==> src/rtl/core/joystick_differential_drive_mixer_assert.svh <==
// Assertion macros for the joystick drive mixer.
// Included by the RTL files that check their own logic; needs nothing else.
`ifndef JOYSTICK_DIFFERENTIAL_DRIVE_MIXER_ASSERT_SVH
`define JOYSTICK_DIFFERENTIAL_DRIVE_MIXER_ASSERT_SVH
`ifndef SYNTHESIS
`define JDDM_ASSERT(lbl, clk, rstn, prop, msg) \
  lbl: assert property (@(posedge clk) disable iff (!rstn) prop) else $error(msg);
`define JDDM_ASSERT_NEVER(lbl, clk, rstn, cond, msg) \
  `JDDM_ASSERT(lbl, clk, rstn, !(cond), msg)
`else
`define JDDM_ASSERT(lbl, clk, rstn, prop, msg)
`define JDDM_ASSERT_NEVER(lbl, clk, rstn, cond, msg)
`endif
`endif

==> src/rtl/core/jddm_pkg.sv <==
// Shared types, constants and divider tables for the joystick drive mixer.
// No dependencies; every module of the block uses it.
package jddm_pkg;

  // Stick and servo constants
  localparam logic [7:0] DEAD_LOW      = 8'd117;
  localparam logic [7:0] DEAD_HIGH     = 8'd137;
  localparam logic [7:0] STOP_VAL      = 8'd90;
  localparam logic [7:0] FULL_VAL      = 8'd180;
  localparam logic [7:0] DIR_LEFT_MAX  = 8'd150;
  localparam logic [7:0] DIR_RIGHT_MIN = 8'd30;
  localparam logic [7:0] MULT_BACK     = 8'd100;
  localparam logic [7:0] MULT_FWD      = 8'd80;
  localparam logic [7:0] FWD_EDGE      = 8'd91;
  localparam logic [7:0] AXIS_MAX      = 8'd255;
  localparam logic [7:0] THR_SPAN      = FULL_VAL - STOP_VAL;
  localparam logic [7:0] STEER_SPAN    = DIR_LEFT_MAX - STOP_VAL;

  localparam logic [15:0] LIMIT_RESET = 16'd500;

  // Divisors of the mapping and mixing steps
  localparam int unsigned DIVISOR_UP      = int'(DEAD_LOW);
  localparam int unsigned DIVISOR_DOWN    = int'(AXIS_MAX) - int'(DEAD_HIGH);
  localparam int unsigned DIVISOR_FWD_L   = int'(DIR_LEFT_MAX) - int'(FWD_EDGE);
  localparam int unsigned DIVISOR_FWD_R   = int'(FWD_EDGE) - int'(DIR_RIGHT_MIN);
  localparam int unsigned DIVISOR_BACK    = int'(DIR_LEFT_MAX) - int'(STOP_VAL);
  localparam int unsigned DIVISOR_PERCENT = 100;

  // Reciprocals, floor(2^RECIP_SHIFT / d); estimate is q or q-1
  localparam int unsigned RECIP_SHIFT = 16;
  localparam int unsigned RECIP_W     = 11;
  localparam int unsigned PROD_W      = 14;
  localparam int unsigned RECIP_UP      = (1 << RECIP_SHIFT) / DIVISOR_UP;
  localparam int unsigned RECIP_DOWN    = (1 << RECIP_SHIFT) / DIVISOR_DOWN;
  localparam int unsigned RECIP_FWD_L   = (1 << RECIP_SHIFT) / DIVISOR_FWD_L;
  localparam int unsigned RECIP_FWD_R   = (1 << RECIP_SHIFT) / DIVISOR_FWD_R;
  localparam int unsigned RECIP_BACK    = (1 << RECIP_SHIFT) / DIVISOR_BACK;
  localparam int unsigned RECIP_PERCENT = (1 << RECIP_SHIFT) / DIVISOR_PERCENT;

  // Lamp bit positions
  localparam int unsigned LAMP_GREEN_BIT  = 0;
  localparam int unsigned LAMP_YELLOW_BIT = 1;
  localparam int unsigned LAMP_RED_BIT    = 2;
  localparam int unsigned LAMP_ENABLE_BIT = 3;

  // Tick queue, depth a power of two
  localparam int unsigned QUEUE_DEPTH = 2;
  localparam int unsigned QPTR_W      = $clog2(QUEUE_DEPTH);
  localparam int unsigned QCNT_W      = $clog2(QUEUE_DEPTH + 1);

  // Register port
  localparam int unsigned PADDR_W   = 3;
  localparam int unsigned CFG_IDX_W = PADDR_W - 2;
  localparam logic [CFG_IDX_W-1:0] CFG_IDX_LIMIT = CFG_IDX_W'(0);

  typedef enum logic [1:0] {
    KIND_MIX,
    KIND_STOP,
    KIND_HOLD
  } kind_e;

  typedef enum logic [2:0] {
    DIV_UP,
    DIV_DOWN,
    DIV_FWD_L,
    DIV_FWD_R,
    DIV_BACK,
    DIV_PERCENT
  } div_e;

  typedef struct packed {
    kind_e      kind;
    logic [7:0] steer;
    logic [7:0] thr;
    logic [3:0] lamps;
    logic       drop;
  } entry_t;

  typedef struct packed {
    logic [7:0] left;
    logic [7:0] right;
    logic [3:0] lamps;
    logic       drop;
  } res_t;

  function automatic logic [6:0] div_value(div_e sel);
    logic [6:0] d;
    unique case (sel)
      DIV_UP:      d = 7'(DIVISOR_UP);
      DIV_DOWN:    d = 7'(DIVISOR_DOWN);
      DIV_FWD_L:   d = 7'(DIVISOR_FWD_L);
      DIV_FWD_R:   d = 7'(DIVISOR_FWD_R);
      DIV_BACK:    d = 7'(DIVISOR_BACK);
      DIV_PERCENT: d = 7'(DIVISOR_PERCENT);
      default:     d = 7'(DIVISOR_PERCENT);
    endcase
    return d;
  endfunction

  function automatic logic [RECIP_W-1:0] div_recip(div_e sel);
    logic [RECIP_W-1:0] r;
    unique case (sel)
      DIV_UP:      r = RECIP_W'(RECIP_UP);
      DIV_DOWN:    r = RECIP_W'(RECIP_DOWN);
      DIV_FWD_L:   r = RECIP_W'(RECIP_FWD_L);
      DIV_FWD_R:   r = RECIP_W'(RECIP_FWD_R);
      DIV_BACK:    r = RECIP_W'(RECIP_BACK);
      DIV_PERCENT: r = RECIP_W'(RECIP_PERCENT);
      default:     r = RECIP_W'(RECIP_PERCENT);
    endcase
    return r;
  endfunction

endpackage

==> src/rtl/core/jddm_muldiv.sv <==
// Three-stage multiply and constant-divide unit: q = (a * b) / d, d from a table.
// Depends on jddm_pkg for divisors and reciprocals.
module jddm_muldiv (
  input  logic                clk_i,
  input  logic                rst_ni,
  input  logic                start_i,
  input  logic [7:0]          a_i,
  input  logic [7:0]          b_i,
  input  jddm_pkg::div_e      sel_i,
  output logic                done_o,
  output logic [7:0]          q_o
);

  localparam int unsigned T_W = jddm_pkg::PROD_W + jddm_pkg::RECIP_W;
  localparam int unsigned EST_W = T_W - jddm_pkg::RECIP_SHIFT;

  logic                         v1_q, v2_q, v3_q;
  logic [jddm_pkg::PROD_W-1:0]  p1_q, p2_q;
  jddm_pkg::div_e               sel1_q, sel2_q;
  logic [T_W-1:0]               t2_q;
  logic [7:0]                   q3_q;

  logic [15:0]                  prod_full;
  logic [EST_W-1:0]             est;
  logic [EST_W+6:0]             est_prod;
  logic [jddm_pkg::PROD_W-1:0]  rem;
  logic [6:0]                   dval;
  logic [EST_W-1:0]             q_full;

  // Correct the reciprocal estimate by one compare and subtract
  always_comb begin
    prod_full = a_i * b_i;
    est       = t2_q[T_W-1:jddm_pkg::RECIP_SHIFT];
    dval      = jddm_pkg::div_value(sel2_q);
    est_prod  = est * dval;
    rem       = p2_q - est_prod[jddm_pkg::PROD_W-1:0];
    q_full    = est + EST_W'(rem >= jddm_pkg::PROD_W'(dval));
  end

  // Advance stage valids
  always_ff @(posedge clk_i or negedge rst_ni) begin
    if (!rst_ni) begin
      v1_q <= 1'b0;
      v2_q <= 1'b0;
      v3_q <= 1'b0;
    end else begin
      v1_q <= start_i;
      v2_q <= v1_q;
      v3_q <= v2_q;
    end
  end

  // Stage payloads
  always_ff @(posedge clk_i) begin
    p1_q   <= prod_full[jddm_pkg::PROD_W-1:0];
    sel1_q <= sel_i;
    t2_q   <= p1_q * jddm_pkg::div_recip(sel1_q);
    p2_q   <= p1_q;
    sel2_q <= sel1_q;
    q3_q   <= q_full[7:0];
  end

  assign done_o = v3_q;
  assign q_o    = q3_q;

endmodule

==> src/rtl/core/jddm_queue.sv <==
// Short tick queue between the classifying front and the mixing back.
// Depends on jddm_pkg for the entry type and depth.
module jddm_queue (
  input  logic             clk_i,
  input  logic             rst_ni,
  input  logic             push_i,
  input  jddm_pkg::entry_t entry_i,
  output logic             full_o,
  output logic             valid_o,
  input  logic             pop_i,
  output jddm_pkg::entry_t entry_o
);

  jddm_pkg::entry_t                 slot_q [jddm_pkg::QUEUE_DEPTH];
  logic [jddm_pkg::QPTR_W-1:0]      wr_ptr_q, rd_ptr_q;
  logic [jddm_pkg::QCNT_W-1:0]      count_q;

  // Track pointers and fill level
  always_ff @(posedge clk_i or negedge rst_ni) begin
    if (!rst_ni) begin
      wr_ptr_q <= '0;
      rd_ptr_q <= '0;
      count_q  <= '0;
    end else begin
      if (push_i) begin
        wr_ptr_q <= wr_ptr_q + 1'b1;
      end
      if (pop_i) begin
        rd_ptr_q <= rd_ptr_q + 1'b1;
      end
      if (push_i && !pop_i) begin
        count_q <= count_q + 1'b1;
      end else if (pop_i && !push_i) begin
        count_q <= count_q - 1'b1;
      end
    end
  end

  // Store the pushed beat
  always_ff @(posedge clk_i) begin
    if (push_i) begin
      slot_q[wr_ptr_q] <= entry_i;
    end
  end

  assign full_o  = (count_q == jddm_pkg::QCNT_W'(jddm_pkg::QUEUE_DEPTH));
  assign valid_o = (count_q != '0);
  assign entry_o = slot_q[rd_ptr_q];

endmodule

==> src/rtl/core/jddm_front.sv <==
// Front end: accepts ticks, updates mode, link counter and lamps, classifies work.
// Depends on jddm_pkg; feeds jddm_queue.
module jddm_front (
  input  logic             clk_i,
  input  logic             rst_ni,
  input  logic             in_valid_i,
  output logic             in_ready_o,
  input  logic             link_up_i,
  input  logic             home_click_i,
  input  logic             auto_click_i,
  input  logic             manual_click_i,
  input  logic [7:0]       steer_axis_i,
  input  logic [7:0]       throttle_axis_i,
  input  logic [15:0]      limit_i,
  input  logic             q_full_i,
  output logic             push_o,
  output jddm_pkg::entry_t entry_o
);

  logic        auto_mode_q, auto_mode_d;
  logic [15:0] lost_ticks_q, lost_ticks_d;
  logic [3:0]  lamp_q, lamp_d;
  logic        accept;

  assign in_ready_o = !q_full_i;
  assign accept     = in_valid_i && !q_full_i;
  assign push_o     = accept;

  // Work out this tick's state update and queue entry
  always_comb begin
    auto_mode_d   = auto_mode_q;
    lost_ticks_d  = lost_ticks_q;
    lamp_d        = lamp_q;
    entry_o.kind  = jddm_pkg::KIND_STOP;
    entry_o.drop  = 1'b0;
    if (link_up_i) begin
      lost_ticks_d = '0;
      if (!home_click_i) begin
        if (auto_click_i) begin
          auto_mode_d = 1'b1;
        end
        if (manual_click_i) begin
          auto_mode_d = 1'b0;
        end
      end
      lamp_d = '0;
      if (auto_mode_d) begin
        lamp_d[jddm_pkg::LAMP_GREEN_BIT]  = 1'b1;
        lamp_d[jddm_pkg::LAMP_ENABLE_BIT] = 1'b1;
        entry_o.kind = jddm_pkg::KIND_HOLD;
      end else begin
        lamp_d[jddm_pkg::LAMP_YELLOW_BIT] = 1'b1;
        entry_o.kind = jddm_pkg::KIND_MIX;
      end
      entry_o.drop = home_click_i;
    end else begin
      if (lost_ticks_q != '1) begin
        lost_ticks_d = lost_ticks_q + 1'b1;
      end
      // Red only, keep the enable pin
      if (lost_ticks_d > limit_i) begin
        lamp_d = '0;
        lamp_d[jddm_pkg::LAMP_RED_BIT]    = 1'b1;
        lamp_d[jddm_pkg::LAMP_ENABLE_BIT] = lamp_q[jddm_pkg::LAMP_ENABLE_BIT];
      end
    end
    entry_o.steer = steer_axis_i;
    entry_o.thr   = throttle_axis_i;
    entry_o.lamps = lamp_d;
  end

  // Commit state on an accepted beat
  always_ff @(posedge clk_i or negedge rst_ni) begin
    if (!rst_ni) begin
      auto_mode_q  <= 1'b0;
      lost_ticks_q <= '0;
      lamp_q       <= '0;
    end else if (accept) begin
      auto_mode_q  <= auto_mode_d;
      lost_ticks_q <= lost_ticks_d;
      lamp_q       <= lamp_d;
    end
  end

endmodule

==> src/rtl/core/jddm_back.sv <==
// Back end: maps sticks to speed and direction, mixes drives, holds the result beat.
// Depends on jddm_pkg, jddm_muldiv and the assertion header.
`include "joystick_differential_drive_mixer_assert.svh"

module jddm_back (
  input  logic             clk_i,
  input  logic             rst_ni,
  input  logic             q_valid_i,
  input  jddm_pkg::entry_t entry_i,
  output logic             pop_o,
  output logic             out_valid_o,
  input  logic             out_ready_i,
  output jddm_pkg::res_t   res_o
);

  typedef enum logic [2:0] {
    S_IDLE,
    S_SPD,
    S_DIR,
    S_MULT,
    S_SCALE,
    S_DONE
  } state_e;

  state_e            state_q;
  logic              busy_q;
  jddm_pkg::entry_t  entry_q;
  logic [7:0]        spd_q, dir_q, mult_q;
  logic [7:0]        held_l_q, held_r_q;
  logic              out_valid_q;
  jddm_pkg::res_t    res_q;

  logic              op_start, op_done;
  logic [7:0]        op_a, op_b, op_q;
  jddm_pkg::div_e    op_sel;
  logic              thr_low, thr_high, str_low, str_high;
  logic              fwd, dir_gt, dir_lt;
  logic [7:0]        wheel, mix_l, mix_r;

  jddm_muldiv u_muldiv (
    .clk_i   (clk_i),
    .rst_ni  (rst_ni),
    .start_i (op_start),
    .a_i     (op_a),
    .b_i     (op_b),
    .sel_i   (op_sel),
    .done_o  (op_done),
    .q_o     (op_q)
  );

  assign thr_low  = entry_q.thr < jddm_pkg::DEAD_LOW;
  assign thr_high = entry_q.thr > jddm_pkg::DEAD_HIGH;
  assign str_low  = entry_q.steer < jddm_pkg::DEAD_LOW;
  assign str_high = entry_q.steer > jddm_pkg::DEAD_HIGH;
  assign fwd      = spd_q > jddm_pkg::STOP_VAL;
  assign dir_gt   = dir_q > jddm_pkg::STOP_VAL;
  assign dir_lt   = dir_q < jddm_pkg::STOP_VAL;

  assign pop_o    = (state_q == S_IDLE) && q_valid_i;
  assign op_start = !busy_q && ((state_q == S_SPD) || (state_q == S_DIR) ||
                                (state_q == S_MULT) || (state_q == S_SCALE));

  // Select operands for the shared multiply-divide unit
  always_comb begin
    op_a   = '0;
    op_b   = '0;
    op_sel = jddm_pkg::DIV_PERCENT;
    unique case (state_q)
      S_SPD: begin
        op_b   = jddm_pkg::THR_SPAN;
        op_sel = thr_high ? jddm_pkg::DIV_DOWN : jddm_pkg::DIV_UP;
        if (thr_low) begin
          op_a = jddm_pkg::DEAD_LOW - entry_q.thr;
        end else if (thr_high) begin
          op_a = entry_q.thr - jddm_pkg::DEAD_HIGH;
        end
      end
      S_DIR: begin
        op_b   = jddm_pkg::STEER_SPAN;
        op_sel = str_high ? jddm_pkg::DIV_DOWN : jddm_pkg::DIV_UP;
        if (str_low) begin
          op_a = jddm_pkg::DEAD_LOW - entry_q.steer;
        end else if (str_high) begin
          op_a = entry_q.steer - jddm_pkg::DEAD_HIGH;
        end
      end
      S_MULT: begin
        op_b = fwd ? jddm_pkg::MULT_FWD : jddm_pkg::MULT_BACK;
        if (fwd) begin
          op_sel = dir_gt ? jddm_pkg::DIV_FWD_L : jddm_pkg::DIV_FWD_R;
        end else begin
          op_sel = jddm_pkg::DIV_BACK;
        end
        if (dir_gt) begin
          op_a = jddm_pkg::DIR_LEFT_MAX - dir_q;
        end else if (dir_lt) begin
          op_a = (fwd ? jddm_pkg::FWD_EDGE : jddm_pkg::STOP_VAL) - dir_q;
        end
      end
      S_SCALE: begin
        op_a   = fwd ? (spd_q - jddm_pkg::STOP_VAL) : (jddm_pkg::STOP_VAL - spd_q);
        op_b   = mult_q;
        op_sel = jddm_pkg::DIV_PERCENT;
      end
      default: begin
        op_a = '0;
      end
    endcase
  end

  // Slow the inside wheel of the turn
  always_comb begin
    wheel = fwd ? (jddm_pkg::STOP_VAL + op_q) : (jddm_pkg::STOP_VAL - op_q);
    if (spd_q == jddm_pkg::STOP_VAL) begin
      mix_l = jddm_pkg::STOP_VAL;
      mix_r = jddm_pkg::STOP_VAL;
    end else begin
      mix_l = dir_gt ? wheel : spd_q;
      mix_r = dir_lt ? wheel : spd_q;
    end
  end

  // Sequence one tick and hold the result beat
  always_ff @(posedge clk_i or negedge rst_ni) begin
    if (!rst_ni) begin
      state_q     <= S_IDLE;
      busy_q      <= 1'b0;
      entry_q     <= '0;
      spd_q       <= jddm_pkg::STOP_VAL;
      dir_q       <= jddm_pkg::STOP_VAL;
      mult_q      <= '0;
      held_l_q    <= jddm_pkg::STOP_VAL;
      held_r_q    <= jddm_pkg::STOP_VAL;
      out_valid_q <= 1'b0;
      res_q       <= '0;
    end else begin
      // Drop the result beat once taken, unless a new one replaces it
      if (out_valid_q && out_ready_i && (state_q != S_DONE)) begin
        out_valid_q <= 1'b0;
      end
      if (op_start) begin
        busy_q <= 1'b1;
      end
      unique case (state_q)
        S_IDLE: begin
          if (q_valid_i) begin
            entry_q <= entry_i;
            if (entry_i.kind == jddm_pkg::KIND_STOP) begin
              held_l_q <= jddm_pkg::STOP_VAL;
              held_r_q <= jddm_pkg::STOP_VAL;
            end
            state_q <= (entry_i.kind == jddm_pkg::KIND_MIX) ? S_SPD : S_DONE;
          end
        end
        S_SPD: begin
          if (op_done) begin
            busy_q  <= 1'b0;
            spd_q   <= thr_low ? (jddm_pkg::STOP_VAL + op_q) : (jddm_pkg::STOP_VAL - op_q);
            state_q <= S_DIR;
          end
        end
        S_DIR: begin
          if (op_done) begin
            busy_q  <= 1'b0;
            dir_q   <= str_low ? (jddm_pkg::STOP_VAL + op_q) : (jddm_pkg::STOP_VAL - op_q);
            state_q <= S_MULT;
          end
        end
        S_MULT: begin
          if (op_done) begin
            busy_q  <= 1'b0;
            if (dir_gt) begin
              mult_q <= op_q;
            end else begin
              mult_q <= (fwd ? jddm_pkg::MULT_FWD : jddm_pkg::MULT_BACK) - op_q;
            end
            state_q <= S_SCALE;
          end
        end
        S_SCALE: begin
          if (op_done) begin
            busy_q   <= 1'b0;
            held_l_q <= mix_l;
            held_r_q <= mix_r;
            state_q  <= S_DONE;
          end
        end
        S_DONE: begin
          if (!out_valid_q || out_ready_i) begin
            out_valid_q <= 1'b1;
            res_q.left  <= held_l_q;
            res_q.right <= held_r_q;
            res_q.lamps <= entry_q.lamps;
            res_q.drop  <= entry_q.drop;
            state_q     <= S_IDLE;
          end
        end
        default: begin
          state_q <= S_IDLE;
        end
      endcase
    end
  end

  assign out_valid_o = out_valid_q;
  assign res_o       = res_q;

  `JDDM_ASSERT(a_done_while_busy, clk_i, rst_ni, op_done |-> busy_q, "unit result without request")
  `JDDM_ASSERT_NEVER(a_idle_not_busy, clk_i, rst_ni, (state_q == S_IDLE) && busy_q, "busy in idle")
  `JDDM_ASSERT(a_held_range, clk_i, rst_ni, (held_l_q <= jddm_pkg::FULL_VAL) && (held_r_q <= jddm_pkg::FULL_VAL), "drive out of range")

endmodule

==> src/rtl/core/joystick_differential_drive_mixer.sv <==
// Top level of the joystick differential-drive mixer: register port and channel wiring.
// Depends on jddm_pkg, jddm_front, jddm_queue and jddm_back.
//
//   channel  | signals                               | beat
//   ---------+---------------------------------------+---------------------------
//   tick in  | in_valid_i / in_ready_o, six fields   | link, clicks, two axes
//   drive out| out_valid_o / out_ready_i, seven flds | drives, lamps, drop request
//   register | psel/penable/pwrite/paddr/pwdata      | lost_link_limit at byte 0
//
// A manual-mode tick reaches the result register after four passes through the
// shared three-stage multiply-divide unit: speed, direction, turn and scale.
// Autonomous and lost-link ticks skip the unit. The front classifies a tick in the
// cycle it arrives; a two-beat queue lets it keep taking ticks while the back works.
// Reset gives manual mode, held drives at 90, a cleared result beat, lamps off and a limit of 500.
// A stalled result beat holds the back; the queue then fills and in_ready_o drops.
module joystick_differential_drive_mixer (
  input  logic                         clk_i,
  input  logic                         rst_ni,
  input  logic                         in_valid_i,
  output logic                         in_ready_o,
  input  logic                         link_up_i,
  input  logic                         home_click_i,
  input  logic                         auto_click_i,
  input  logic                         manual_click_i,
  input  logic [7:0]                   steer_axis_i,
  input  logic [7:0]                   throttle_axis_i,
  output logic                         out_valid_o,
  input  logic                         out_ready_i,
  output logic [7:0]                   left_drive_o,
  output logic [7:0]                   right_drive_o,
  output logic                         green_lamp_o,
  output logic                         yellow_lamp_o,
  output logic                         red_lamp_o,
  output logic                         auto_enable_o,
  output logic                         drop_link_o,
  input  logic                         psel,
  input  logic                         penable,
  input  logic                         pwrite,
  input  logic [jddm_pkg::PADDR_W-1:0] paddr,
  input  logic [31:0]                  pwdata,
  output logic [31:0]                  prdata,
  output logic                         pready
);

  logic [15:0]                     limit_q;
  logic [jddm_pkg::CFG_IDX_W-1:0]  cfg_idx;
  logic                            cfg_we;
  logic                            q_full, q_valid, push, pop;
  jddm_pkg::entry_t                push_entry, head_entry;
  jddm_pkg::res_t                  res;

  // Decode the register port
  assign cfg_idx = paddr[jddm_pkg::PADDR_W-1:2];
  assign cfg_we  = psel && penable && pwrite && pready;
  assign pready  = 1'b1;
  assign prdata  = (cfg_idx == jddm_pkg::CFG_IDX_LIMIT) ? {16'b0, limit_q} : '0;

  always_ff @(posedge clk_i or negedge rst_ni) begin
    if (!rst_ni) begin
      limit_q <= jddm_pkg::LIMIT_RESET;
    end else if (cfg_we && (cfg_idx == jddm_pkg::CFG_IDX_LIMIT)) begin
      limit_q <= pwdata[15:0];
    end
  end

  jddm_front u_front (
    .clk_i           (clk_i),
    .rst_ni          (rst_ni),
    .in_valid_i      (in_valid_i),
    .in_ready_o      (in_ready_o),
    .link_up_i       (link_up_i),
    .home_click_i    (home_click_i),
    .auto_click_i    (auto_click_i),
    .manual_click_i  (manual_click_i),
    .steer_axis_i    (steer_axis_i),
    .throttle_axis_i (throttle_axis_i),
    .limit_i         (limit_q),
    .q_full_i        (q_full),
    .push_o          (push),
    .entry_o         (push_entry)
  );

  jddm_queue u_queue (
    .clk_i   (clk_i),
    .rst_ni  (rst_ni),
    .push_i  (push),
    .entry_i (push_entry),
    .full_o  (q_full),
    .valid_o (q_valid),
    .pop_i   (pop),
    .entry_o (head_entry)
  );

  jddm_back u_back (
    .clk_i       (clk_i),
    .rst_ni      (rst_ni),
    .q_valid_i   (q_valid),
    .entry_i     (head_entry),
    .pop_o       (pop),
    .out_valid_o (out_valid_o),
    .out_ready_i (out_ready_i),
    .res_o       (res)
  );

  // Spread the result beat over the output ports
  assign left_drive_o  = res.left;
  assign right_drive_o = res.right;
  assign green_lamp_o  = res.lamps[jddm_pkg::LAMP_GREEN_BIT];
  assign yellow_lamp_o = res.lamps[jddm_pkg::LAMP_YELLOW_BIT];
  assign red_lamp_o    = res.lamps[jddm_pkg::LAMP_RED_BIT];
  assign auto_enable_o = res.lamps[jddm_pkg::LAMP_ENABLE_BIT];
  assign drop_link_o   = res.drop;

endmodule

==> config.mk <==
export PLATFORM = sky130hd
export DESIGN_NAME = joystick_differential_drive_mixer
export DESIGN_NICKNAME = d
export VERILOG_FILES = /design/src/rtl/core/jddm_pkg.sv /design/src/rtl/core/jddm_muldiv.sv /design/src/rtl/core/jddm_queue.sv /design/src/rtl/core/jddm_front.sv /design/src/rtl/core/jddm_back.sv /design/src/rtl/core/joystick_differential_drive_mixer.sv
export VERILOG_INCLUDE_DIRS = /design/src /design/src/rtl/core
export SDC_FILE = /design/constraint.sdc
export NUM_CORES = 1
export LEC_CHECK = 0
export BUFFER_PORTS_ARGS = -buffer_cell sky130_fd_sc_hd__clkbuf_2
export CAP_MARGIN = 20
export CORE_MARGIN = 4
export CORE_UTILIZATION = 40
export DETAILED_ROUTE_END_ITERATION = 7
export PLACE_DENSITY = 0.58
export SYNTH_ARGS = -nofsm -noshare
export SYNTH_HDL_FRONTEND = slang
export SYNTH_SLANG_ARGS = --single-unit
==> constraint.sdc <==
create_clock -name clk_i -period 14.73 [get_ports clk_i]
set_input_delay 0.7365 -clock clk_i [delete_from_list [all_inputs] [get_ports clk_i]]
set_output_delay 0.7365 -clock clk_i [all_outputs]
set_load 0.05 [all_outputs]
**Yosys cells after proc, flatten, opt, wreduce, memory -nomap -nowiden**

Memory sizes are Yosys's and may differ from the RTL's.
Cells that the tools add are included.

- Output and inout port bits: 56
- Memories kept: 1
- Bits in registers: 198
- Word-level logic and storage cells: 189
- RAM bits: 46

- Multiply operators: 3
- Mux-type cells: 65
- $lt $le $gt $ge: 9
- Bitwise operators: 1
- Reductions and logical operators: 35
- $add $sub $neg: 18
- Eq/ne operators: 25

Memory list:

| memory | words | width | rd ports | clocked after memory_dff | wr ports | RTL line | source |
|---|---|---|---|---|---|---|---|
| u_queue.slot_q | 2 | 23 | 1 | 0 | 1 | jddm_queue.sv:14 | `jddm_pkg::entry_t slot_q [jddm_pkg::QUEUE_DEPTH];` |

Operators with widths:

| cell | number |
|---|---|
| $mux 8 | 19 |
| $mux 16 | 4 |
| $pmux 8 s4 | 2 |
| $pmux 11 s5 | 1 |
| $pmux 7 s5 | 1 |
| $pmux 8 s2 | 2 |
| $sub 7x8->8 const A | 4 |
| $mux 3 | 9 |
| $mul 14x11->25 | 1 |
| $lt 8x7->1 const B | 3 |
| $mux 1 | 19 |
| $eq 3x2->1 const B | 6 |
| $pmux 3 s6 | 1 |
| $add 16x1->16 const B | 1 |
| $gt 16x16->1 | 1 |
| $gt 8x7->1 const B | 2 |
| $gt 8x8->1 const B | 2 |
| $ne 16x16->1 const B | 1 |
| $sub 8x8->8 | 2 |
| $sub 8x8->8 const B | 2 |
| $ge 14x7->1 | 1 |
| $mul 8x8->14 | 1 |
| $mul 9x7->14 | 1 |
| $sub 14x14->14 | 1 |
| 30 further kinds | 69 |

**Logic depth before layout (Yosys ltp)**

- Word-level depth: 8
- Depth in mapped cells: 31
- Gate-level depth less buffers: 30

**By module**

A second synthesis with hierarchy kept.

- Cell total of the unflattened synthesis: 2,177
- Area total of the unflattened synthesis: 20,677.3 um^2

Modules (own cells, without submodules):

| module | cells each | area each (um^2) | instances |
|---|---|---|---|
| jddm_muldiv | 1,101 | 9,938.3 | 1 |
| jddm_back | 672 | 5,915.7 | 1 |
| jddm_front | 246 | 1,964.4 | 1 |
| jddm_queue | 88 | 1,951.9 | 1 |
| joystick_differential_drive_mixer | 70 | 907.1 | 1 |

**Least setup slack after synthesis**

No wires, ideal clock.

- Kind: flip-flop to flip-flop
- From: register u_back.spd_q[3]
- To: register u_back.u_muldiv.p1_q[13] (netlist bit)
- Path buffers: 2
- Clock period less this slack: 6,423 ps
- Arrival: 6,300 ps
- Library setup time: 122 ps
- Slack: 8,307 ps
- Cell stages (with the launch flop): 29
- Path through: dfstp_2 clkbuf_1 nand2_1 a21oi_1 o21ai_1 and2_1 buf_2 ha_1 a21oi_1 nor3_1 o311a_1 a31o_2 a211oi_4 nor2_1 fa_1 inv_1 fa_1 inv_1 fa_1 inv_1 fa_1 inv_1 ha_1 a21boi_0 o21ai_0 nand2b_1 a31oi_1 o21ai_0 xnor2_1

- Word-level cells in the longest chain between the ends: 7

Ends and longest elaborated chain:

| what | RTL line | source |
|---|---|---|
| from (decl) | jddm_back.sv:28 | `logic [7:0] spd_q, dir_q, mult_q;` |
| from (signal assigned) | jddm_back.sv:129 | `spd_q <= jddm_pkg::STOP_VAL;` |
| from (signal assigned) | jddm_back.sv:158 | `spd_q <= thr_low ? (jddm_pkg::STOP_VAL + op_q) : (jddm_pkg::STOP_VAL - op_q);` |
| $gt 8x7->1 | jddm_back.sv:55 | `assign fwd = spd_q > jddm_pkg::STOP_VAL;` |
| $mux 1 | jddm_back.sv:97 | `op_a = (fwd ? jddm_pkg::FWD_EDGE : jddm_pkg::STOP_VAL) - dir_q;` |
| $sub 8x8->8 | jddm_back.sv:97 |  |
| $mux 8 | jddm_back.sv:96 | `end else if (dir_lt) begin` |
| $mux 8 | jddm_back.sv:94 | `if (dir_gt) begin` |
| $pmux 8 s4 | jddm_back.sv:68 | `unique case (state_q)` |
| $mul 8x8->14 * | jddm_muldiv.sv:32 | `prod_full = a_i * b_i;` |
| named net u_back.u_muldiv.prod_full[13] | jddm_muldiv.sv:23 | `logic [15:0] prod_full;` |
| to (signal assigned) | jddm_muldiv.sv:55 | `p1_q <= prod_full[jddm_pkg::PROD_W-1:0];` |
| to (decl) | jddm_muldiv.sv:18 | `logic [jddm_pkg::PROD_W-1:0] p1_q, p2_q;` |

Mark *: on every way through the listed nets, which the timed path passes. The rest lies on a longest branch.
A chain may end at the register's enable or synchronous reset.

**Worst setup path after layout**

- From: register u_back.u_muldiv.sel1_q[2]
- To: register u_back.u_muldiv.t2_q[24]

- Word-level cells in the longest chain between the ends: 3

Ends and longest elaborated chain:

| what | RTL line | source |
|---|---|---|
| from (decl) | jddm_muldiv.sv:19 | `jddm_pkg::div_e sel1_q, sel2_q;` |
| from (signal assigned) | jddm_muldiv.sv:56 | `sel1_q <= sel_i;` |
| $eq 3x3->1 (tied with other cells) | jddm_pkg.sv:102 | `unique case (sel)` |
| $pmux 11 s5 * | jddm_pkg.sv:102 |  |
| $mul 14x11->25 * | jddm_muldiv.sv:57 | `t2_q <= p1_q * jddm_pkg::div_recip(sel1_q);` |
| to (signal assigned) | jddm_muldiv.sv:57 |  |
| to (decl) | jddm_muldiv.sv:20 | `logic [T_W-1:0] t2_q;` |

Every way passes the cells marked *; elsewhere a longest branch is shown, timed or not.

==> impl_metrics.env <==
export IMPL_cap_violations=0
export IMPL_netlist_area_sq_um=19860
export IMPL_insertion_delay_ns=0.54
export IMPL_place_ws_ns=7.300
export IMPL_num_vias=14640
export IMPL_tightest_slew_ns=1.080
export IMPL_critical_path_startpoint="u_back.u_muldiv.sel1_q[2]"
export IMPL_reg2reg_slack_ns=7.28
export IMPL_drtIter0Drc=861
export IMPL_seq_area_frac_synth_pct=28.75
export IMPL_drtAntennaViolNets=0
export IMPL_gr_usage_all_layers_pct=17.21
export IMPL_slew_violations=0
export IMPL_finalCriticalPeriod_ns=7.447
export IMPL_routedWlPerCell_um=15.94
export IMPL_die_area_sq_um=53270
export IMPL_cts_sinks=228
export IMPL_cts_resized=0
export IMPL_drc=0
export IMPL_synthTopCellsByArea="fa_1, dfrtp_1, ha_1"
export IMPL_finalSetupTns_ns=0
export IMPL_ys_ff_latch=228
export IMPL_yosys_most_used_dff="dfrtp_1"
export IMPL_period_share_pct=50.56
export IMPL_place_gp_congestion=0.8645
export IMPL_outcome="complete, no violations"
export IMPL_ctsHoldBuffers=0
export IMPL_synth_cell_types=85
export IMPL_yosysTopAreaCellShare_pct=17.44
export IMPL_pin_count=118
export IMPL_cts_inserted_buffers=26
export IMPL_start_util_pct=40.48
export IMPL_hold_violations=0
export IMPL_cp_arrival_ns=7.93
export IMPL_antenna_diode_count=0
export IMPL_dp_final_hpwl_um=34960
export IMPL_rows=81
export IMPL_multiInputGateArea_sq_um=12600
export IMPL_max_slew_margin_pct=27.98
export IMPL_crit_end="u_back.u_muldiv.t2_q[24]"
export IMPL_antenna_found_initial=0
export IMPL_gr_total_overflow=0
export IMPL_grt_max_degree=72
export IMPL_final_util_pct=44.39
export IMPL_synth_cells=2123
export IMPL_async_flop_share_pct=57.46
export IMPL_r2r_start="u_back.u_muldiv.sel1_q[2]"
export IMPL_syn_to_final_growth_pct=9.666
export IMPL_wirelength_um=45460
export IMPL_drt_pre_antenna_iters=7
export IMPL_core_area_sq_um=49050
export IMPL_grt_pass1_wl_um=76480
export IMPL_ys_warn_count=0
export IMPL_die_h_um=230.8
export IMPL_end_kind="register"
export IMPL_nNetsFinal=2587
export IMPL_rsz0062_at_grt="false"
export IMPL_min_path_type="in -> async"
export IMPL_critPathRequiredTime_ns=15.21
export IMPL_synth_edf_count=46
export IMPL_finClkSkew_ns=0.01697
export IMPL_cts_path_max_buffers=3
export IMPL_cts_root_buf="clkbuf_16"
export IMPL_r2r_cells=21
export IMPL_yosys_area_top_type="fa_1"
export IMPL_place_area_sq_um=20870
export IMPL_grt_pass1_vias=14920
export IMPL_htree_levels=1
export IMPL_port_buffers=82
export IMPL_path_class="reg -> reg"
export IMPL_register_area_sq_um=5708
export IMPL_die_x_um=230.8
export IMPL_syn_area_per_cell_sq_um=9.353
export IMPL_worstPathMaxFanout=23
export IMPL_via_per_inst=5.134
export IMPL_start_kind="register"
export IMPL_drive_gt1_share_pct=11.01
export IMPL_cts_tree="built"
export IMPL_nFillCells=4858
export IMPL_design_area_sq_um=21780
export IMPL_fmax_mhz=134.3
export IMPL_r2r_end="u_back.u_muldiv.t2_q[24]"
export IMPL_finalSetupViolCount=0
export IMPL_clkTransAtPathRegs_ns=0.06
export IMPL_layout_setup_ws_ns=7.283
export IMPL_post_cts_buffers=0
## per-layer routing
metal / vias to the layer above / GRT usage [%] / wire length, um
li1: 7037 / - / -
met1: 7227 / 24.15 / 21040
met2: 326 / 28.69 / 21410
met3: 53 / 2.443 / 2175
met4: 0 / 3.270 / 835
met5: - / 0 / 0
## worst max-delay path, stage by stage (launching register included)
cell and delay (ns):
dfxtp_1 0.57, or2b_2 0.57, a21oi_1 0.60, buf_4 0.27, nand2_1 0.08, fa_1 0.49, fa_1 0.50, inv_1 0.06
fa_1 0.52, inv_1 0.05, fa_1 0.52, inv_1 0.05, fa_1 0.48, ha_1 0.32, a211oi_1 0.25, nor2_1 0.08
o311ai_0 0.61, a21oi_1 0.15, or3_4 0.41, a31o_2 0.29, or4_1 0.40, nand3_1 0.09
## flip-flops by register name, indices dropped and copies added, names as in the netlist, 2 cells and up
signal,cells
limit_q,16
u_back.dir_q,8
u_back.entry_q,21
u_back.held_l_q,8
u_back.held_r_q,8
u_back.mult_q,8
u_back.res_o,21
u_back.spd_q,8
u_back.state_q,3
u_back.u_muldiv.p1_q,14
u_back.u_muldiv.p2_q,14
u_back.u_muldiv.q_o,8
u_back.u_muldiv.sel1_q,3
u_back.u_muldiv.sel2_q,3
u_back.u_muldiv.t2_q,9
u_front.lamp_q,4
u_front.lost_ticks_q,16
u_queue.count_q,2
u_queue.slot_q,46
## cells in the mapped netlist (all sizes together), types with 31 or more instances
master / number
fa: 173
dfxtp: 51
nor2b: 38
nor2: 179
o21ai: 96
a21oi: 117
and2: 74
nand2: 182
xnor2: 68
buf: 31
clkbuf: 64
inv: 310
dfrtp: 109
ha: 184
edfxtp: 46
mux2: 42
mux2i: 39
## placed cells by master (no fill, tap or decap), types with 10 or more instances in the layout
| cell type | n |
|---|---|
| nand2b_1 | 12 |
| nand2_1 | 182 |
| a21o_1 | 18 |
| nor3_1 | 16 |
| or2_2 | 16 |
| dfxtp_1 | 51 |
| and2_1 | 73 |
| nor2_1 | 178 |
| nand4_1 | 13 |
| mux2i_1 | 39 |
| inv_1 | 310 |
| nand3_1 | 26 |
| clkbuf_16 | 28 |
| edfxtp_1 | 46 |
| o22a_1 | 10 |
| xor2_1 | 16 |
| dfrtp_1 | 109 |
| mux2_2 | 42 |
| conb_1 | 17 |
| clkbuf_2 | 81 |
| nor2b_1 | 38 |
| fa_1 | 173 |
| buf_4 | 14 |
| ha_1 | 184 |
| xnor2_1 | 68 |
| and3_1 | 23 |
| o211ai_1 | 11 |
| dfstp_2 | 22 |
| o21ai_0 | 93 |
| a21oi_1 | 117 |
## worst min path at each step
stage,endpoint,cells past startpoint
finish,u_back.res_o[16],1
global route,u_back.held_l_q[2],1
CTS,u_back.res_o[7],1
detailed placement,u_back.u_muldiv.done_o,0
global placement,u_back.u_muldiv.done_o,0
floorplan,u_back.u_muldiv.p2_q[5],0
## per-stage QoR
step                      cells  hold WS (ns)
after floorplan            2138        0.3290
after global placement     2803        0.3334
after detailed placement   2804        0.3440
after CTS                  2852        0.2277
after global routing       2852        0.2656
final                      2852        0.2191
## cells by family (layout without fill, tap and decap cells)
family	Yosys count	count (layout)	share of synthesized area, %
other	2	17	0.03782
adder cells (fa/ha/maj)	357	357	29.04
XOR/XNOR	84	84	3.705
AO/OA/AOI/OAI	355	355	11.46
buffers and inverters	409	459	8.160
flip-flops	228	228	28.75
multiplexers	81	81	4.348
AND/OR/NAND/NOR	607	607	14.51
## area by class of cell
type	instances	share of cell area (%)
multi-input cells	1501	57.88
flip-flops and latches	228	26.21
inverters	314	5.413
well taps	664	3.815
clock buffers	36	3.585
repair buffers	97	2.522
clock inverters	12	0.5746
Power is not shown: default switching activity piles up to over one toggle a cycle in this logic, so the estimate is an artifact.
